## src/rtl/core/sfr_pkg.sv

```systemverilog
`timescale 1ns / 1ps

package sfr_pkg;

  // Payload storage
  localparam int MAX_PAYLOAD = 32;
  localparam int PAY_AW      = $clog2(MAX_PAYLOAD);
  localparam int PS_W        = 6;

  // Fletcher sums are kept mod 255
  localparam logic [8:0] FLETCHER_MOD = 9'd255;

  // Configuration port
  localparam int APB_AW = 4;
  localparam logic [APB_AW-1:0] ADDR_PAYLOAD_SIZE = 4'h0;
  localparam logic [APB_AW-1:0] ADDR_SYNC_FIRST   = 4'h4;
  localparam logic [APB_AW-1:0] ADDR_SYNC_SECOND  = 4'h8;

  // Result item width: payload, event, link state, five counters
  localparam int TDATA_W = 176;

  typedef enum logic [2:0] {
    EV_FRAME_BYTE   = 3'd0,
    EV_LOST_HUNTING = 3'd1,
    EV_HEADER_BYTE  = 3'd2,
    EV_FRAME_OK     = 3'd3,
    EV_CHECKSUM_BAD = 3'd4,
    EV_SYNC_DROP    = 3'd5
  } event_t;

  typedef enum logic [1:0] {
    LINK_IDLE      = 2'd0,
    LINK_SYNCING   = 2'd1,
    LINK_RECEIVING = 2'd2
  } link_t;

  typedef struct packed {
    logic [PS_W-1:0] payload_size;
    logic [7:0]      sync_first;
    logic [7:0]      sync_second;
  } cfg_t;

  // Controller to datapath
  typedef struct packed {
    logic take_in;    // latch the incoming byte
    logic step;       // apply the byte to the frame state
    logic rd;         // read next stored payload byte
    logic load_pay;   // put a payload item in the output register
    logic load_stat;  // put the closing status item in the output register
  } cmd_t;

  // Datapath to controller
  typedef struct packed {
    logic good_frame;
    logic drain_done;
    logic slot_free;
  } stat_t;

endpackage

```

## src/rtl/core/sfr_ram.sv

```systemverilog
`timescale 1ns / 1ps

module sfr_ram #(
  parameter int WIDTH = 8,
  parameter int DEPTH = 32
) (
  input  logic                     clk,
  input  logic                     we,
  input  logic [$clog2(DEPTH)-1:0] waddr,
  input  logic [WIDTH-1:0]         wdata,
  input  logic                     re,
  input  logic [$clog2(DEPTH)-1:0] raddr,
  output logic [WIDTH-1:0]         rdata
);

  logic [WIDTH-1:0] mem [DEPTH];

  // One write port, one registered read port
  always_ff @(posedge clk) begin
    if (we) begin
      mem[waddr] <= wdata;
    end
    if (re) begin
      rdata <= mem[raddr];
    end
  end

endmodule

```

## src/rtl/core/sfr_ctrl.sv

```systemverilog
`timescale 1ns / 1ps

module sfr_ctrl
  import sfr_pkg::*;
(
  input  logic  clk,
  input  logic  rst,
  input  logic  s_tvalid,
  output logic  s_tready,
  output cmd_t  cmd,
  input  stat_t stat
);

  typedef enum logic [4:0] {
    ST_IDLE      = 5'b00001,
    ST_CALC      = 5'b00010,
    ST_DRAIN_RD  = 5'b00100,
    ST_DRAIN_OUT = 5'b01000,
    ST_EMIT      = 5'b10000
  } state_t;

  state_t state, state_next;

  assign s_tready = (state == ST_IDLE);

  // Commands and next state
  always_comb begin
    cmd        = '0;
    state_next = state;
    unique case (state)
      ST_IDLE: begin
        if (s_tvalid) begin
          cmd.take_in = 1'b1;
          state_next  = ST_CALC;
        end
      end
      ST_CALC: begin
        cmd.step   = 1'b1;
        state_next = stat.good_frame ? ST_DRAIN_RD : ST_EMIT;
      end
      ST_DRAIN_RD: begin
        cmd.rd     = 1'b1;
        state_next = ST_DRAIN_OUT;
      end
      ST_DRAIN_OUT: begin
        if (stat.slot_free) begin
          cmd.load_pay = 1'b1;
          state_next   = stat.drain_done ? ST_EMIT : ST_DRAIN_RD;
        end
      end
      ST_EMIT: begin
        if (stat.slot_free) begin
          cmd.load_stat = 1'b1;
          state_next    = ST_IDLE;
        end
      end
      default: state_next = ST_IDLE;
    endcase
  end

  always_ff @(posedge clk) begin
    if (rst) begin
      state <= ST_IDLE;
    end else begin
      state <= state_next;
    end
  end

endmodule

```

## src/rtl/core/sfr_dp.sv

```systemverilog
`timescale 1ns / 1ps

module sfr_dp
  import sfr_pkg::*;
(
  input  logic               clk,
  input  logic               rst,
  input  cfg_t               cfg,
  input  logic [7:0]         s_tdata,
  input  cmd_t               cmd,
  output stat_t              stat,
  output logic               m_tvalid,
  input  logic               m_tready,
  output logic [TDATA_W-1:0] m_tdata,
  output logic               m_tlast,
  output logic               m_tuser
);

  // Frame state
  logic [7:0]      rx;
  logic [PS_W-1:0] pos, pos_next;
  logic            locked, locked_next;
  logic [7:0]      sum_lo, sum_lo_next, sum_hi, sum_hi_next;
  logic [7:0]      ck_lo, ck_lo_next;
  link_t           link, link_next;
  event_t          ev, ev_next;
  logic [31:0]     n_bytes, n_good, n_fail, n_drop, n_lost;
  logic [31:0]     n_good_next, n_fail_next, n_drop_next, n_lost_next;
  logic [PS_W-1:0] idx;

  // Output register
  logic            out_valid, out_kind, out_last;
  logic [7:0]      out_byte;
  event_t          out_ev;
  link_t           out_link;
  logic [31:0]     o_bytes, o_good, o_fail, o_drop, o_lost;

  // Effective payload size and frame length
  logic [PS_W-1:0] ps;
  logic [PS_W:0]   flen, pos_inc;
  logic [PS_W-1:0] pos_m2;

  always_comb begin
    if (cfg.payload_size == '0) begin
      ps = PS_W'(1);
    end else if (cfg.payload_size > PS_W'(MAX_PAYLOAD)) begin
      ps = PS_W'(MAX_PAYLOAD);
    end else begin
      ps = cfg.payload_size;
    end
  end

  assign flen    = {1'b0, ps} + (PS_W+1)'(4);
  assign pos_inc = {1'b0, pos} + (PS_W+1)'(1);
  assign pos_m2  = pos - PS_W'(2);

  // Fletcher fold of the current byte, and the restart form from zero sums
  logic [8:0] lo_sum, hi_sum;
  logic [7:0] fold_lo, fold_hi, rs_lo;

  assign lo_sum  = {1'b0, sum_lo} + {1'b0, rx};
  assign fold_lo = (lo_sum >= FLETCHER_MOD) ? 8'(lo_sum - FLETCHER_MOD) : lo_sum[7:0];
  assign hi_sum  = {1'b0, sum_hi} + {1'b0, fold_lo};
  assign fold_hi = (hi_sum >= FLETCHER_MOD) ? 8'(hi_sum - FLETCHER_MOD) : hi_sum[7:0];
  assign rs_lo   = (rx == 8'hFF) ? 8'h00 : rx;

  // Frame state update for one byte
  logic ram_we, good;

  always_comb begin
    pos_next    = pos;
    locked_next = locked;
    sum_lo_next = sum_lo;
    sum_hi_next = sum_hi;
    ck_lo_next  = ck_lo;
    link_next   = link;
    ev_next     = ev;
    n_good_next = n_good;
    n_fail_next = n_fail;
    n_drop_next = n_drop;
    n_lost_next = n_lost;
    ram_we      = 1'b0;
    good        = 1'b0;
    if ({1'b0, pos} >= flen) begin
      // position overran the frame: drop and hunt again
      n_drop_next = n_drop + 32'd1;
      locked_next = 1'b0;
      pos_next    = '0;
      ev_next     = EV_SYNC_DROP;
    end else if (!locked) begin
      link_next = LINK_SYNCING;
      ev_next   = EV_HEADER_BYTE;
      if (pos == PS_W'(1) && rx == cfg.sync_second) begin
        sum_lo_next = fold_lo;
        sum_hi_next = fold_hi;
        pos_next    = PS_W'(2);
        locked_next = 1'b1;
      end else if (rx == cfg.sync_first) begin
        sum_lo_next = rs_lo;
        sum_hi_next = rs_lo;
        pos_next    = PS_W'(1);
      end else begin
        n_lost_next = n_lost + 32'd1;
        pos_next    = '0;
        ev_next     = EV_LOST_HUNTING;
      end
    end else begin
      link_next = LINK_RECEIVING;
      ev_next   = EV_FRAME_BYTE;
      if (pos >= PS_W'(2) && pos_m2 < ps) begin
        ram_we      = 1'b1;
        sum_lo_next = fold_lo;
        sum_hi_next = fold_hi;
      end else if ({1'b0, pos} == {1'b0, ps} + (PS_W+1)'(2)) begin
        ck_lo_next = rx;
      end
      pos_next = pos_inc[PS_W-1:0];
      if (pos_inc >= flen) begin
        pos_next    = '0;
        locked_next = 1'b0;
        if (sum_hi == rx && sum_lo == ck_lo) begin
          good        = 1'b1;
          n_good_next = n_good + 32'd1;
          ev_next     = EV_FRAME_OK;
        end else begin
          n_fail_next = n_fail + 32'd1;
          ev_next     = EV_CHECKSUM_BAD;
        end
      end
    end
  end

  // Payload store
  logic [7:0] rd_byte;

  sfr_ram #(
    .WIDTH (8),
    .DEPTH (MAX_PAYLOAD)
  ) u_ram (
    .clk   (clk),
    .we    (cmd.step && ram_we),
    .waddr (pos_m2[PAY_AW-1:0]),
    .wdata (rx),
    .re    (cmd.rd),
    .raddr (idx[PAY_AW-1:0]),
    .rdata (rd_byte)
  );

  // State registers
  always_ff @(posedge clk) begin
    if (rst) begin
      pos     <= '0;
      locked  <= 1'b0;
      sum_lo  <= '0;
      sum_hi  <= '0;
      ck_lo   <= '0;
      link    <= LINK_IDLE;
      ev      <= EV_FRAME_BYTE;
      n_bytes <= '0;
      n_good  <= '0;
      n_fail  <= '0;
      n_drop  <= '0;
      n_lost  <= '0;
      idx     <= '0;
    end else begin
      if (cmd.step) begin
        pos     <= pos_next;
        locked  <= locked_next;
        sum_lo  <= sum_lo_next;
        sum_hi  <= sum_hi_next;
        ck_lo   <= ck_lo_next;
        link    <= link_next;
        ev      <= ev_next;
        n_bytes <= n_bytes + 32'd1;
        n_good  <= n_good_next;
        n_fail  <= n_fail_next;
        n_drop  <= n_drop_next;
        n_lost  <= n_lost_next;
        idx     <= '0;
      end else if (cmd.rd) begin
        idx <= idx + PS_W'(1);
      end
    end
  end

  // Input byte latch
  always_ff @(posedge clk) begin
    if (cmd.take_in) begin
      rx <= s_tdata;
    end
  end

  // Output register: valid flag
  always_ff @(posedge clk) begin
    if (rst) begin
      out_valid <= 1'b0;
    end else if (cmd.load_pay || cmd.load_stat) begin
      out_valid <= 1'b1;
    end else if (m_tready) begin
      out_valid <= 1'b0;
    end
  end

  // Output register: payload, snapshot of counters at load
  always_ff @(posedge clk) begin
    if (cmd.load_pay || cmd.load_stat) begin
      out_kind <= cmd.load_pay;
      out_byte <= cmd.load_pay ? rd_byte : 8'h00;
      out_last <= cmd.load_stat;
      out_ev   <= ev;
      out_link <= link;
      o_bytes  <= n_bytes;
      o_good   <= n_good;
      o_fail   <= n_fail;
      o_drop   <= n_drop;
      o_lost   <= n_lost;
    end
  end

  assign stat.good_frame = good;
  assign stat.drain_done = (idx == ps);
  assign stat.slot_free  = !out_valid || m_tready;

  assign m_tvalid = out_valid;
  assign m_tlast  = out_last;
  assign m_tuser  = out_kind;
  assign m_tdata  = {3'b000, o_lost, o_drop, o_fail, o_good, o_bytes,
                     out_link, out_ev, out_byte};

endmodule

```

## src/rtl/core/sync_framed_fletcher_receiver.sv

```systemverilog
`timescale 1ns / 1ps

// Sync-framed receiver with Fletcher-16 check. Link bytes enter on the slave
// stream; each is latched, applied in one update of the frame state and then
// loaded into the output register, and yields one status item. A byte that
// completes a frame with a correct little-endian Fletcher-16 (mod 255, over
// both sync bytes and the payload) first yields the stored payload as items
// of kind 1, each first read from the registered payload RAM and then loaded,
// and then the status item, which alone carries tlast. No new byte is taken
// until the last item of a byte is loaded, which a master-side stall delays.
// Counters wrap at 32 bits and are captured with each item. Registers on the
// APB port: payload_size at 0x0, sync_first at 0x4, sync_second at 0x8;
// write them only while no item is in flight.
module sync_framed_fletcher_receiver
  import sfr_pkg::*;
(
  input  logic               clk,
  input  logic               rst,
  // configuration port
  input  logic               psel,
  input  logic               penable,
  input  logic               pwrite,
  input  logic [APB_AW-1:0]  paddr,
  input  logic [31:0]        pwdata,
  output logic [31:0]        prdata,
  output logic               pready,
  // received bytes
  input  logic               s_tvalid,
  output logic               s_tready,
  input  logic [7:0]         s_tdata,   // [7:0] rx_byte
  // result items
  output logic               m_tvalid,
  input  logic               m_tready,
  // [7:0] payload_byte, [10:8] event_code, [12:11] link_state,
  // [44:13] bytes_seen, [76:45] frames_good, [108:77] checksum_failures,
  // [140:109] sync_drops, [172:141] bytes_lost_hunting, [175:173] zero
  output logic [TDATA_W-1:0] m_tdata,
  output logic               m_tlast,   // run_last
  output logic               m_tuser    // [0] item_kind
);

  cfg_t  cfg;
  cmd_t  cmd;
  stat_t stat;
  logic  wr_en;

  assign pready = 1'b1;
  assign wr_en  = psel && penable && pwrite && pready;

  // Configuration registers
  always_ff @(posedge clk) begin
    if (rst) begin
      cfg.payload_size <= PS_W'(32);
      cfg.sync_first   <= 8'd170;
      cfg.sync_second  <= 8'd85;
    end else if (wr_en) begin
      if (paddr == ADDR_PAYLOAD_SIZE) begin
        cfg.payload_size <= pwdata[PS_W-1:0];
      end
      if (paddr == ADDR_SYNC_FIRST) begin
        cfg.sync_first <= pwdata[7:0];
      end
      if (paddr == ADDR_SYNC_SECOND) begin
        cfg.sync_second <= pwdata[7:0];
      end
    end
  end

  // Register read-back
  always_comb begin
    prdata = '0;
    if (paddr == ADDR_PAYLOAD_SIZE) begin
      prdata = {{(32-PS_W){1'b0}}, cfg.payload_size};
    end else if (paddr == ADDR_SYNC_FIRST) begin
      prdata = {24'd0, cfg.sync_first};
    end else if (paddr == ADDR_SYNC_SECOND) begin
      prdata = {24'd0, cfg.sync_second};
    end
  end

  sfr_ctrl u_ctrl (
    .clk      (clk),
    .rst      (rst),
    .s_tvalid (s_tvalid),
    .s_tready (s_tready),
    .cmd      (cmd),
    .stat     (stat)
  );

  sfr_dp u_dp (
    .clk      (clk),
    .rst      (rst),
    .cfg      (cfg),
    .s_tdata  (s_tdata),
    .cmd      (cmd),
    .stat     (stat),
    .m_tvalid (m_tvalid),
    .m_tready (m_tready),
    .m_tdata  (m_tdata),
    .m_tlast  (m_tlast),
    .m_tuser  (m_tuser)
  );

endmodule

```

## config.mk

```make
export PLATFORM = sky130hd
export DESIGN_NAME = sync_framed_fletcher_receiver
export DESIGN_NICKNAME = d
export VERILOG_FILES = /design/src/rtl/core/sfr_pkg.sv /design/src/rtl/core/sfr_ram.sv /design/src/rtl/core/sfr_ctrl.sv /design/src/rtl/core/sfr_dp.sv /design/src/rtl/core/sync_framed_fletcher_receiver.sv
export SDC_FILE = /design/constraint.sdc
export NUM_CORES = 1
export LEC_CHECK = 0
export BUFFER_PORTS_ARGS = -buffer_cell sky130_fd_sc_hd__buf_2
export CAP_MARGIN = 20
export CORE_MARGIN = 3
export CORE_UTILIZATION = 59
export CTS_BUF_LIST = sky130_fd_sc_hd__clkbuf_8
export CTS_CLUSTER_SIZE = 28
export DETAILED_ROUTE_END_ITERATION = 7
export GPL_TIMING_DRIVEN = 1
export PLACE_DENSITY = 0.79
export SETUP_SLACK_MARGIN = 0.2
export SLEW_MARGIN = 20
export SYNTH_ARGS = -nofsm -noshare
export SYNTH_HDL_FRONTEND = slang
export SYNTH_SLANG_ARGS = --single-unit
```

## constraint.sdc

```tcl
create_clock -name clk -period 14.7 [get_ports clk]
set_input_delay 2.94 -clock clk [delete_from_list [all_inputs] [get_ports clk]]
set_output_delay 2.94 -clock clk [all_outputs]
set_load 0.02 [all_outputs]
```

### After elaboration in Yosys (flattened, before gate mapping)

Memory sizes are Yosys's and may differ from the RTL's. A register that Yosys moved wholly into a read port is not among the register bits.
Index checks and enable logic that the tools add are counted.

* $mul: 0
* divide/modulo/power cells: 0
* $lt $le $gt $ge: 7
* shift operators: 0
* bitwise gates (word level): 6
* reduce and logical (&&, ||, !) cells: 25
* add/subtract/negate cells: 14
* equality and inequality tests: 19
* muxes and demuxes: 55

Operator list (count)
* 32-bit by 1-bit adder with 32-bit output, second input constant: 5
* 8-bit 2-to-1 mux: 13
* 6-bit 2-to-1 mux: 6
* 8-bit equality test: 4
* 5-bit 2-to-1 mux: 5
* 5-bit case mux with 5 select lines: 1
* 1-bit 2-to-1 mux: 23
* 5-bit AND reduction: 4
* 8-bit by 8-bit adder with 9-bit output: 2
* 9-bit by 8-bit >= comparator with 1-bit output, second input constant: 2
* 8-bit subtractor, second input constant: 2
* 3-bit 2-to-1 mux: 5
* 2-bit AND reduction: 5
* 8-bit equality test, second input constant: 1
* 2-bit inequality test, second input constant: 4
* 6-bit by 1-bit adder with 7-bit output, second input constant: 1
* 6-bit by 2-bit adder with 7-bit output, second input constant: 1
* 6-bit by 3-bit adder with 7-bit output, second input constant: 1
* 6-bit by 7-bit equality test with 1-bit output: 1
* 6-bit by 7-bit >= comparator with 1-bit output: 1
* 7-bit >= comparator: 1
* 6-bit by 1-bit adder with 6-bit output, second input constant: 1
* 6-bit by 1-bit equality test with 1-bit output, second input constant: 1
* 6-bit equality test: 1
* 23 further kinds: 35

* memories kept: 1
* bits in latches: 0
* bits in writable memories: 256
* memory bits (read-only): 0
* register bits after elaboration: 413

Memory list
* u_dp.u_ram.mem: words 32, width 8, read ports 1, clocked after memory_dff 1, write ports 1, line sfr_ram.sv:16 `logic [WIDTH-1:0] mem [DEPTH];`

### Longest topological paths before layout

Gate-level depths: netlist of the first run.

* word-level depth: 11
* depth in mapped cells: 18

### Cells and area by module

Synthesis of the first run repeated with hierarchy kept, for this count alone.

* cell total of the unflattened synthesis: 2260
* area total of the unflattened synthesis: 29346.9 sq um

By module, submodules not included
* sfr_dp: area each 17569.4 sq um, cells an instance 1654, instances 1
* sfr_ram: area each 10133.5 sq um, cells an instance 417, instances 1
* sync_framed_fletcher_receiver: area each 1276.2 sq um, cells an instance 149, instances 1
* sfr_ctrl: area each 367.9 sq um, cells an instance 40, instances 1

### Worst setup path before layout of the first run

No wires, ideal clock.

* path kind: input-to-reg
* start point: input m_tready
* end point: register u_dp.out_last (netlist: u_dp.m_tlast), enable pin
* buffers on the path: 0
* required time: 13.988 ns
* arrival: 10.265 ns
* stages: 2
* setup slack: 3.722 ns
* path through: nor2b_1 -> nor2_1

* word-level cells in the longest chain between the ends: 4
* elaborated cells on any way between the ends: 5
* classes of those cells: mux (3); reduce/logical (2)

Ends and longest elaborated chain
* start: declaration: line sync_framed_fletcher_receiver.sv:33 `input logic m_tready,`
* 1-bit logical OR *: line sfr_dp.sv:222 `assign stat.slot_free = !out_valid || m_tready;`
* 1-bit 2-to-1 mux *: line sfr_ctrl.sv:46, sfr_ctrl.sv:52
* 1-bit 2-to-1 mux: line sfr_ctrl.sv:30 `unique case (state)`
* 1-bit logical OR *: line sfr_dp.sv:206 `if (cmd.load_pay || cmd.load_stat) begin`
* end signal: assignment: line sfr_dp.sv:209 `out_last <= cmd.load_stat;`
* end: declaration: line sfr_dp.sv:32 `logic out_valid, out_kind, out_last;`

Every way passes the cells marked *; elsewhere a longest branch is shown, timed or not.
A chain may end at the register's enable or synchronous reset.

### Worst setup path after layout of the first run

* start point: input paddr[3]
* end point: output prdata[7]

* word-level cells in the longest chain between the ends: 4
* elaborated cells on any way between the ends: 6
* classes of those cells: eq/ne (2); mux (3); reduce/logical (1)

Ends and longest elaborated chain
* start: declaration: line sync_framed_fletcher_receiver.sv:23 `input logic [APB_AW-1:0] paddr,`
* 4-bit equality test: line sync_framed_fletcher_receiver.sv:76 `end else if (paddr == ADDR_SYNC_SECOND) begin`
* 8-bit 2-to-1 mux: line sync_framed_fletcher_receiver.sv:76
* 8-bit 2-to-1 mux: line sync_framed_fletcher_receiver.sv:74 `end else if (paddr == ADDR_SYNC_FIRST) begin`
* 8-bit 2-to-1 mux *: line sync_framed_fletcher_receiver.sv:72 `if (paddr == ADDR_PAYLOAD_SIZE) begin`
* end: declaration: line sync_framed_fletcher_receiver.sv:25 `output logic [31:0] prdata,`

Marked as above.

==> results of run 1 <==
## cell usage after synthesis, types with 12 or more instances
cell type	n	area, µm²
xnor2_1	86	753
nand3_1	69	345
a21oi_1	76	380
nor3_1	42	210
nor4_1	26	163
or3_1	46	288
buf_2	16	80.1
nor2_1	257	965
clkbuf_1	68	255
inv_1	49	184
dfxtp_1	230	4600
mux4_2	80	1800
and2_1	23	144
nand4_1	58	363
mux2i_1	43	430
a211oi_1	12	90.1
buf_4	30	225
xor2_1	92	806
nand2_1	100	375
o21ai_0	52	260
edfxtp_1	447	13400
ha_1	52	651
and3_1	36	225
## stage by stage
stage          instances  instance area (µm²)  hold slack (ns)  setup WS (ns)
5_1_grt             3147                32300            0.444           7.55
2_1_floorplan       2224                28900            0.403           3.72
4_1_cts             3145                32300            0.427           7.67
3_3_place_gp        2947                30300            0.416           7.69
3_5_place_dp        2947                30300            0.411           7.68
6_report            3147                32300            0.428           7.66
## critical path: stages
cell and delay (ns):
buf_2 0.18, nor2b_1 0.53, a22oi_1 0.18, nor2_1 0.10
buf_2 0.17
## layer usage
layer	part of all wire, %	track usage [%]
met1	41	33.4
met4	2.2	8.64
met3	6.9	4.35
met2	49	41.6
met5	0	0
## final cells by class
class / count / area [µm²] / area share, %
flip-flops and latches: 677 / 18000 / 55.8
multi-input cells: 1374 / 10100 / 31.2
clock buffers: 118 / 1620 / 5.02
repair buffers: 232 / 1240 / 3.84
well taps: 615 / 769 / 2.38
clock inverters: 80 / 393 / 1.22
inverters: 50 / 188 / 0.581
diodes: 1 / 2.50 / 0.00774
## worst max-delay path by stage
stage               slack (ns)  startpoint                endpoint
floorplan                 3.72    m_tready  u_dp.m_tlast$_DFFE_PP_
global placement          7.69    paddr[3]               prdata[7]
detailed placement        7.68    paddr[3]               prdata[7]
CTS                       7.67    paddr[3]               prdata[7]
global route              7.55    paddr[3]               prdata[2]
finish                    7.66    paddr[3]               prdata[7]
## report_power, final
part            total, W  switching, W  internal, W  leakage [nW]
Combinational  0.0000931     0.0000688    0.0000243          4.45
Sequential       0.00203    0.00000359      0.00202          6.02
Clock            0.00148      0.000713     0.000770          1.22
## cells by family (layout without fill, tap and decap cells)
logic type / count (synthesis) / count (layout) / synth area share [%]
AND/OR/NAND/NOR: 738 / 738 / 13.0
flip-flops: 677 / 677 / 62.6
multiplexers: 134 / 134 / 8.18
XOR/XNOR: 178 / 178 / 5.41
adder cells (fa/ha/maj): 54 / 54 / 2.40
buffers and inverters: 173 / 480 / 2.79
AO/OA/AOI/OAI: 241 / 241 / 5.61
other: 2 / 30 / 0.0261
==> impl_results.md, run 1 <==
* Status: completed
* GRT Util Overall at 24.9%
* CTS max path bufs at 3
* Fill cells at 3313
* DR vias at 18656
* Initial antenna violation count at 1
* Hold buffers post-CTS at 0
* Chip Height at 227 µm
* Post-Route WL at ~64 mm
* Max FO, Critical Path at 9
* # Post-CTS Setup Buffers at 0
* Most frequent cells in the layout: 447 x edfxtp_1, 256 x nor2_1, 228 x dfxtp_1
* Worst setup SP type: input port
* Hpwl dp at roughly 43 mm
* Synthesized area at ~29000 µm²
* Final core occ at 67.4%
* GPL Wtd Cong at 0.872
* Most flops, register: u_dp.u_ram.mem
* Worst slew pin tran at 1.08 ns
* Max_slew headroom at 27.8%
* Worst-Skew Late Latency at 0.71 ns
* P per Cell Area at 111 nW/µm²
* Vias in the first global route at about 18000
* Remaining routing DRC violations at 0
* Distinct cells, synth at 91
* CTS sink count at 677
* Critical Path Sink Type: output port
* Die Span X at 227 µm
* Final Power at 0.00360 W
* Top FF cell, synth: edfxtp_1
* Vias per cell at 5.93
* Die area at 51500 µm²
* Layout cells sized above 1 at 19.2%
* Final antenna-violating net count at 0
* Layout area overhead at 12.2%
* Initial DRC Count at roughly 1600
* Asr flop ratio synth at 0%
* FF-to-FF path depth at 16
* Sequential element share of the synthesized area at a little over three fifths
* Clk slew on worst S/H paths at 0.06 ns
* Final hold vios at 0
* Pin count of the biggest net entering global routing at 79
* Clock skew at 0.0227 ns
* H-tree levels at 3
* Lkg Pwr at approximately 12 nW
* CTS tree: built
* Register-to-register setup slack at about 8.4 ns
* Min Tclk post-route at roughly 7.0 ns
* Detailed Routing Iterations Pass 1 at 5
* Fin crit share at 47.9%
* First-pass GRT wire length at around 100 mm
* Core Area at 47900 µm²
* RSZ-0062 raised after global routing: no
* Register bit total from synthesis at between 600 and 700
* Global route total overflow at 0
* PortBufs at 211
* Io pins at 264
* Max-slew violations at 0
* Syn Area/Cell at roughly 13 µm²
* DR WL/cell at slightly above 20 µm
* Commonest non-fill, non-tap cell in the layout: edfxtp_1
* Worst IR drop on VDD at 0.117 mV
* Clock Tree Root: clkbuf_8
* Post-cts resize count at 0
* Core Rows at 80
* FF-to-FF Start: u_dp.rx[1]$_DFFE_PP_
* Setup-failing EPs final at 0
* Setup TNS at 0 ns
* Nets at ~2500
* Max Fclk at 142 MHz
* R2r endpoint: u_dp.sum_hi[1]$_SDFFE_PP0P_
* Critical Path RT at 11.76 ns
* Max-cap violations at 0
* Cells after synthesis at 2197
* YS warnings at 0
* Post-synth EDFFs at 447
* Largest register FFs at 256
* Hold crit path type: reg -> reg
* Initial Util at approximately three fifths
* Worst Path Arrival at 4.10 ns
* Hold Startpoint: u_dp.link[1]$_SDFFE_PP0P_
* Hold EP: u_dp.out_link[1]$_DFFE_PP_
* Setup CP Type: in -> out
* Worst Hold Path Cells at 0
* CTS Buf Count at 106
Power figures use the tool's default switching activity.
==> run 2, diff against run 1 <==
--- a/config.mk
+++ b/config.mk
@@ -8,7 +8,7 @@
 export BUFFER_PORTS_ARGS = -buffer_cell sky130_fd_sc_hd__buf_2
 export CAP_MARGIN = 20
 export CORE_MARGIN = 3
-export CORE_UTILIZATION = 59
+export CORE_UTILIZATION = 56
 export CTS_BUF_LIST = sky130_fd_sc_hd__clkbuf_8
 export CTS_CLUSTER_SIZE = 28
 export DETAILED_ROUTE_END_ITERATION = 7
==> constraint.sdc (replaced) <==
create_clock -name clk -period 6.03 [get_ports clk]
set_input_delay 1.206 -clock clk [delete_from_list [all_inputs] [get_ports clk]]
set_output_delay 1.206 -clock clk [all_outputs]
set_load 0.02 [all_outputs]
==> impl_results.md, run 2 (synthesis results as in run 1) <==
* Critical Path RT at 6.62 ns (was 11.76 ns)
* Max Fclk at 183 MHz
* Setup CP Type: reg -> reg (was in -> out)
* Max FO, Critical Path at 8 (was 9)
* Initial antenna violation count at 0 (was 1)
* Die Span X at 233 µm (was 227 µm)
* Final Power at 0.00874 W (was 0.00360 W)
* Layout area overhead at 12.3% (was 12.2%)
* Worst-Skew Late Latency at 0.69 ns (was 0.71 ns)
* First-pass GRT wire length at 99.6 mm (was 100 mm)
* Dpl cell area at 30300 µm² (about the same)
* Min Tclk post-route at roughly 5.5 ns
* Worst IR drop on VDD at 0.185 mV (was 0.117 mV)
* Max_slew headroom at 26.6% (was 27.8%)
* RSZ-0062 raised after global routing: no (unchanged)
* Worst Path Arrival at 6.07 ns (was 4.10 ns)
* Initial DRC Count at 1529 (was 1643)
* Nets at 2541 (was 2546)
* Hold buffers post-CTS at 0 (unchanged)
* Most frequent cells in the layout: 447 x edfxtp_1, 256 x nor2_1, 228 x dfxtp_1 (unchanged)
* Clock Tree Root: clkbuf_8 (unchanged)
* Worst setup SP type: flop (was input port)
* Placed cells at 3001 (was 2947)
* PortBufs at 211 (unchanged)
* Vias per cell at 5.86 (was 5.93)
* Lkg Pwr at 11.6 nW (was 11.7 nW)
* Initial Util at 57.1% (was 60.1%)
* Hold crit path type: reg -> reg (unchanged)
* Critical path's largest stage delay at 0.47 ns (was 0.53 ns)
* # Post-CTS Setup Buffers at 0 (unchanged)
* Global route total overflow at 0 (unchanged)
* Largest register FFs at 256 (unchanged)
* Critical Path Sink Type: flop (was output port)
* DR vias at 18728 (was 18656)
* Core Area at 50500 µm² (was 47900 µm²)
* Post-Route WL at 63.8 mm (was 64.1 mm)
* Setup-failing EPs final at 0 (unchanged)
* Io pins at 264 (unchanged)
* Chip Height at 233 µm (was 227 µm)
* Final hold vios at 0 (unchanged)
* Worst slew pin tran at 1.10 ns (was 1.08 ns)
* Final antenna-violating net count at 0 (unchanged)
* DR WL/cell at 20.0 µm (was 20.4 µm)
* Pin count of the biggest net entering global routing at 176 (was 79)
* CTS max path bufs at 3 (unchanged)
* H-tree levels at 3 (unchanged)
* Max-slew violations at 0 (unchanged)
* Die area at 54200 µm² (was 51500 µm²)
* Slowest cell on crit path: a211oi_1 (was nor2b_1)
* Final core occ at 64.1% (was 67.4%)
* GRT Util Overall at 23.5% (was 24.9%)
* Most flops, register: u_dp.u_ram.mem (unchanged)
* Vias in the first global route at 18338 (was 18290)
* Setup TNS at 0 ns (unchanged)
* Clk slew on worst S/H paths at 0.06 ns (about the same)
* Cells along the critical path: ha_1 -> fa_1 -> a21o_1 -> and2_1 -> o311ai_2 -> nand2_1 -> a31oi_2 -> mux2_2 -> ha_1 -> a211oi_1 -> nor3_1 -> o22ai_1 -> xor2_1 -> o41ai_1 -> buf_4 -> mux2_2 -> o211a_1 (was buf_2 -> nor2b_1 -> a22oi_1 -> nor2_1 -> buf_2)
* Clock skew at 0.0407 ns (was 0.0227 ns)
* P per Cell Area at 270 nW/µm² (was 111 nW/µm²)
* CTS tree: built (unchanged)
* Detailed Routing Iterations Pass 1 at 5 (unchanged)
* CTS Buf Count at 105 (was 106)
* Status: completed (unchanged)
* Max-cap violations at 0 (unchanged)
* Hpwl dp at 42.6 mm (was 42.9 mm)
* Commonest non-fill, non-tap cell in the layout: edfxtp_1 (unchanged)
* CTS sink count at 677 (unchanged)
* GPL Wtd Cong at 0.875 (was 0.872)
* Number of diodes at 0 (was 1)
* Fin area at 32300 µm² (about the same)
* Layout cells sized above 1 at 19.5% (was 19.2%)
* Remaining routing DRC violations at 0 (unchanged)
* Fin crit share at between 90 and 100%
* Core Rows at 82 (was 80)
* Final Non-Filler Cells at 3195 (was 3147)
## run 2: cell type report
class,count,area (µm²)
Inverter,50,188
Timing Repair Buffer,228,1200
Multi-Input combinational cell,1374,10100
Clock buffer,115,1580
Fill cell,3726,18100
Tap cell,672,841
Sequential cell,677,18000
Clock inverter,79,400
## run 2: stage by stage
stage	setup slack [ns]	hold slack, ns
5_1_grt	0.221	0.442
4_1_cts	0.491	0.438
2_1_floorplan	0.695	0.403
3_5_place_dp	0.517	0.424
3_3_place_gp	0.678	0.420
6_report	0.553	0.435
## run 2: power breakdown
part           internal [W]  total, W  switching, W
logic             0.0000585  0.000232      0.000174
registers           0.00493   0.00494    0.00000623
clock network       0.00185   0.00357       0.00172
total               0.00684   0.00874       0.00190
## run 2: final timing paths
path                                                     to                 startpoint  slack, ns  cells after the start
worst max-delay path            u_dp.sum_hi[1]$_SDFFE_PP0P_       u_dp.rx[0]$_DFFE_PP_       0.55                     17
worst min-delay path             u_dp.out_link[1]$_DFFE_PP_  u_dp.link[1]$_SDFFE_PP0P_       0.43                      0
worst max register to register  u_dp.sum_hi[1]$_SDFFE_PP0P_       u_dp.rx[0]$_DFFE_PP_       0.55                     17
worst min register to register   u_dp.out_link[1]$_DFFE_PP_  u_dp.link[1]$_SDFFE_PP0P_       0.43                      0
## run 2: repair_timing
item | CTS | global route
gates resized for setup | 0 | 1
endpoints found under the hold margin | 0 | 0
endpoints found under the setup margin | 0 | 2
## run 2: layer usage
metal | GRT usage [%] | wire length, µm | vias up | part of all wire, %
met5 | 0 | 0 | - | 0
met4 | 9.53 | 2170 | 0 | 3.4
met3 | 4.49 | 4740 | 145 | 7.4
met2 | 38.9 | 30900 | 802 | 48
met1 | 30.7 | 26000 | 9164 | 41
li1 | - | - | 8617 | -
## run 2: critical path: cells and delay by family, from the launching register on
| kind | cells | cell delay [ns] |
|---|---|---|
| AO/OA/AOI/OAI | 7 | 2.29 |
| AND/OR/NAND/NOR | 3 | 0.57 |
| multiplexers | 2 | 0.75 |
| buffers and inverters | 1 | 0.20 |
| XOR/XNOR | 1 | 0.21 |
| adder cells (fa/ha/maj) | 3 | 0.95 |
| flip-flops | 1 | 0.39 |
==> run 3, diff against run 2 <==
--- a/config.mk
+++ b/config.mk
@@ -13,7 +13,7 @@
 export CTS_CLUSTER_SIZE = 28
 export DETAILED_ROUTE_END_ITERATION = 7
 export GPL_TIMING_DRIVEN = 1
-export PLACE_DENSITY = 0.79
+export PLACE_DENSITY_LB_ADDON = 0.1
 export SETUP_SLACK_MARGIN = 0.2
 export SLEW_MARGIN = 20
 export SYNTH_ARGS = -nofsm -noshare
==> impl_results.md, run 3 (synthesis results as in run 1) <==
* Layout area overhead at 12.5% (was 12.3%)
* Register-to-register setup slack at 0.51 ns (was 0.55 ns)
* Most frequent cells in the layout: 447 x edfxtp_1, 256 x nor2_1, 228 x dfxtp_1 (unchanged)
* Layout cells sized above 1 at 19.6% (was 19.5%)
* Max Fclk at 181 MHz (was 183 MHz)
* Fill cells at 3856 (was 3726)
* Io pins at 264 (unchanged)
* CTS sink count at 677 (unchanged)
* Critical Path RT at 6.61 ns (was 6.62 ns)
* GPL Wtd Cong at 0.846 (was 0.875)
* Core Area at 50500 µm² (unchanged)
* Lkg Pwr at 11.7 nW (was 11.6 nW)
* Largest register FFs at 256 (unchanged)
* CTS tree: built (unchanged)
* Clk slew on worst S/H paths at 0.06 ns (about the same)
* Initial Util at 57.1% (unchanged)
* CTS Buf Count at 105 (unchanged)
* Max-slew violations at 0 (unchanged)
* Global route total overflow at 0 (unchanged)
* Number of diodes at 0 (unchanged)
* Die Span X at 233 µm (unchanged)
* H-tree levels at 3 (unchanged)
* Worst-Skew Late Latency at 0.70 ns (was 0.69 ns)
* FF-to-FF Start: u_dp.rx[0]$_DFFE_PP_ (unchanged)
* FF-to-FF path depth at 19 (was 17)
* Fin crit share at 91.5% (was 90.8%)
* Slowest cell on crit path: o311ai_1 (was a211oi_1)
* Post-Route WL at 63.3 mm (was 63.8 mm)
* Vias in the first global route at 17765 (was 18338)
* Worst IR drop on VDD at 0.246 mV (was 0.185 mV)
* Most flops, register: u_dp.u_ram.mem (unchanged)
* Hpwl dp at 42.9 mm (was 42.6 mm)
* Final core occ at 64.2% (was 64.1%)
* Placed cells at 3002 (was 3001)
* First-pass GRT wire length at 98.9 mm (was 99.6 mm)
* Detailed Routing Iterations Pass 1 at 5 (unchanged)
* Initial DRC Count at 1343 (was 1529)
* P per Cell Area at 273 nW/µm² (was 270 nW/µm²)
* Die area at 54200 µm² (unchanged)
* DR vias at 18186 (was 18728)
* Max_slew headroom at 25.1% (was 26.6%)
* Clock Tree Root: clkbuf_8 (unchanged)
* PortBufs at 211 (unchanged)
* Final antenna-violating net count at 0 (unchanged)
* Critical Path Sink Type: flop (unchanged)
* Commonest non-fill, non-tap cell in the layout: edfxtp_1 (unchanged)
* Final hold vios at 0 (unchanged)
* Setup-failing EPs final at 0 (unchanged)
* Hold Startpoint: u_dp.link[1]$_SDFFE_PP0P_ (unchanged)
* DR WL/cell at 19.8 µm (was 20.0 µm)
* Pin count of the biggest net entering global routing at 121 (was 176)
* Max FO, Critical Path at 8 (unchanged)
* Top Family by Delay on Critical Path: compound AO/OA/AOI/OAI gates (unchanged)
* Psw at 0.00191 W (was 0.00190 W)
* Status: completed (unchanged)
* Initial antenna violation count at 0 (unchanged)
* Min Tclk post-route at 5.52 ns (was 5.48 ns)
* Setup CP Type: reg -> reg (unchanged)
* GRT Util Overall at 23.4% (was 23.5%)
* CTS max path bufs at 3 (unchanged)
* Setup TNS at 0 ns (unchanged)
* Post-cts resize count at 0 (unchanged)
* Sw frac at 21.6% (was 21.8%)
* Worst Hold Path Cells at 0 (unchanged)
* Comb pwr share at 2.6% (was 2.7%)
* Final Power at 0.00886 W (was 0.00874 W)
* Final Non-Filler Cells at 3195 (unchanged)
* Chip Height at 233 µm (unchanged)
* # Post-CTS Setup Buffers at 0 (unchanged)
* R2r endpoint: u_dp.sum_hi[1]$_SDFFE_PP0P_ (unchanged)
* Worst setup SP type: flop (unchanged)
* Worst Path Arrival at 6.11 ns (was 6.07 ns)
* Clock skew at 0.0199 ns (was 0.0407 ns)
* RSZ-0062 raised after global routing: no (unchanged)
* Hold EP: u_dp.out_link[1]$_DFFE_PP_ (unchanged)
* Critical path's largest stage delay at 0.48 ns (was 0.47 ns)
* Reg power frac at 55.8% (was 56.5%)
* Hold crit path type: reg -> reg (unchanged)
* Worst slew pin tran at 1.12 ns (was 1.10 ns)
* Vias per cell at 5.69 (was 5.86)
* Remaining routing DRC violations at 0 (unchanged)
* Internal at 0.00695 W (was 0.00684 W)
* Hold buffers post-CTS at 0 (unchanged)
* WP buf/inv at 2 (was 1)
* Max-cap violations at 0 (unchanged)
* Clock Power Share at 41.6% (was 40.8%)
* Core Rows at 82 (unchanged)
* Nets at 2542 (was 2541)
* Cells along the critical path: ha_1 -> fa_1 -> a21o_1 -> and2_1 -> o311ai_1 -> nand2_2 -> a31oi_2 -> xnor2_1 -> ha_1 -> inv_1 -> fa_1 -> nand2b_1 -> a21oi_1 -> xor2_1 -> o2111ai_1 -> o41ai_1 -> buf_4 -> mux2_2 -> o211a_1 (was ha_1 -> fa_1 -> a21o_1 -> and2_1 -> o311ai_2 -> nand2_1 -> a31oi_2 -> mux2_2 -> ha_1 -> a211oi_1 -> nor3_1 -> o22ai_1 -> xor2_1 -> o41ai_1 -> buf_4 -> mux2_2 -> o211a_1)
-- run 3: changes by cell type in the layout (fill, tap and decap cells not counted), sizes merged --
cell    delta
inv        +9
bufinv     +1
clkinv    -17
buf        +1
clkbuf     +6
-- run 3: worst max path at each step --
stage | from | to | depth (start not counted)
3_3_place_gp | u_dp.rx[0]$_DFFE_PP_ | u_dp.sum_hi[1]$_SDFFE_PP0P_ | 17
3_5_place_dp | u_dp.rx[0]$_DFFE_PP_ | u_dp.sum_hi[1]$_SDFFE_PP0P_ | 17
2_1_floorplan | u_dp.rx[0]$_DFFE_PP_ | u_dp.sum_hi[1]$_SDFFE_PP0P_ | 18
4_1_cts | u_dp.rx[0]$_DFFE_PP_ | u_dp.sum_hi[1]$_SDFFE_PP0P_ | 17
5_1_grt | u_dp.rx[0]$_DFFE_PP_ | u_dp.sum_hi[1]$_SDFFE_PP0P_ | 19
6_report | u_dp.rx[0]$_DFFE_PP_ | u_dp.sum_hi[1]$_SDFFE_PP0P_ | 19
-- run 3: area by class of cell --
cell class                      count  area [µm²]  share of cell area (%)
Sequential cell                   677       18000                    55.7
Multi-Input combinational cell   1374       10100                    31.1
Clock buffer                      121        1670                    5.14
Timing Repair Buffer              229        1200                    3.70
Tap cell                          672         841                    2.60
Clock inverter                     72         389                    1.20
Inverter                           50         188                   0.579
-- run 3: power by group through the flow --
stage                     combinational (W)  clock, W  sequential (W)
after floorplan                    0.000151         0         0.00506
after global placement             0.000224         0         0.00504
after detailed placement           0.000230         0         0.00504
after CTS                          0.000231   0.00378         0.00494
after global routing               0.000254   0.00399         0.00494
final                              0.000231   0.00369         0.00494
-- run 3: routing by layer --
| layer | track usage, % | vias to the layer above | wire, µm | share of wire, % |
|---|---|---|---|---|
| met5 | 0 | - | 0 | 0 |
| met4 | 8.93 | 0 | 2150 | 3.4 |
| met3 | 4.48 | 130 | 3700 | 5.8 |
| met2 | 37.5 | 507 | 30200 | 48 |
| met1 | 31.9 | 8920 | 27200 | 43 |
| li1 | - | 8629 | - | - |
-- run 3: worst reg2reg max path: stages (launching register included) --
cell	delay [ns]
edfxtp_1	0.41
ha_1	0.24
fa_1	0.44
a21o_1	0.21
and2_1	0.15
o311ai_1	0.48
nand2_2	0.21
a31oi_2	0.30
xnor2_1	0.21
ha_1	0.24
inv_1	0.06
fa_1	0.39
nand2b_1	0.16
a21oi_1	0.29
xor2_1	0.37
o2111ai_1	0.19
o41ai_1	0.33
buf_4	0.20
mux2_2	0.33
o211a_1	0.21
-- run 3: per-stage QoR --
stage	area, µm²	worst slack, ns	hold slack (ns)
after global routing	32400	0.219	0.446
after global placement	30300	0.597	0.414
after detailed placement	30300	0.501	0.410
after floorplan	28900	0.695	0.403
final	32400	0.510	0.433
after CTS	32400	0.503	0.434
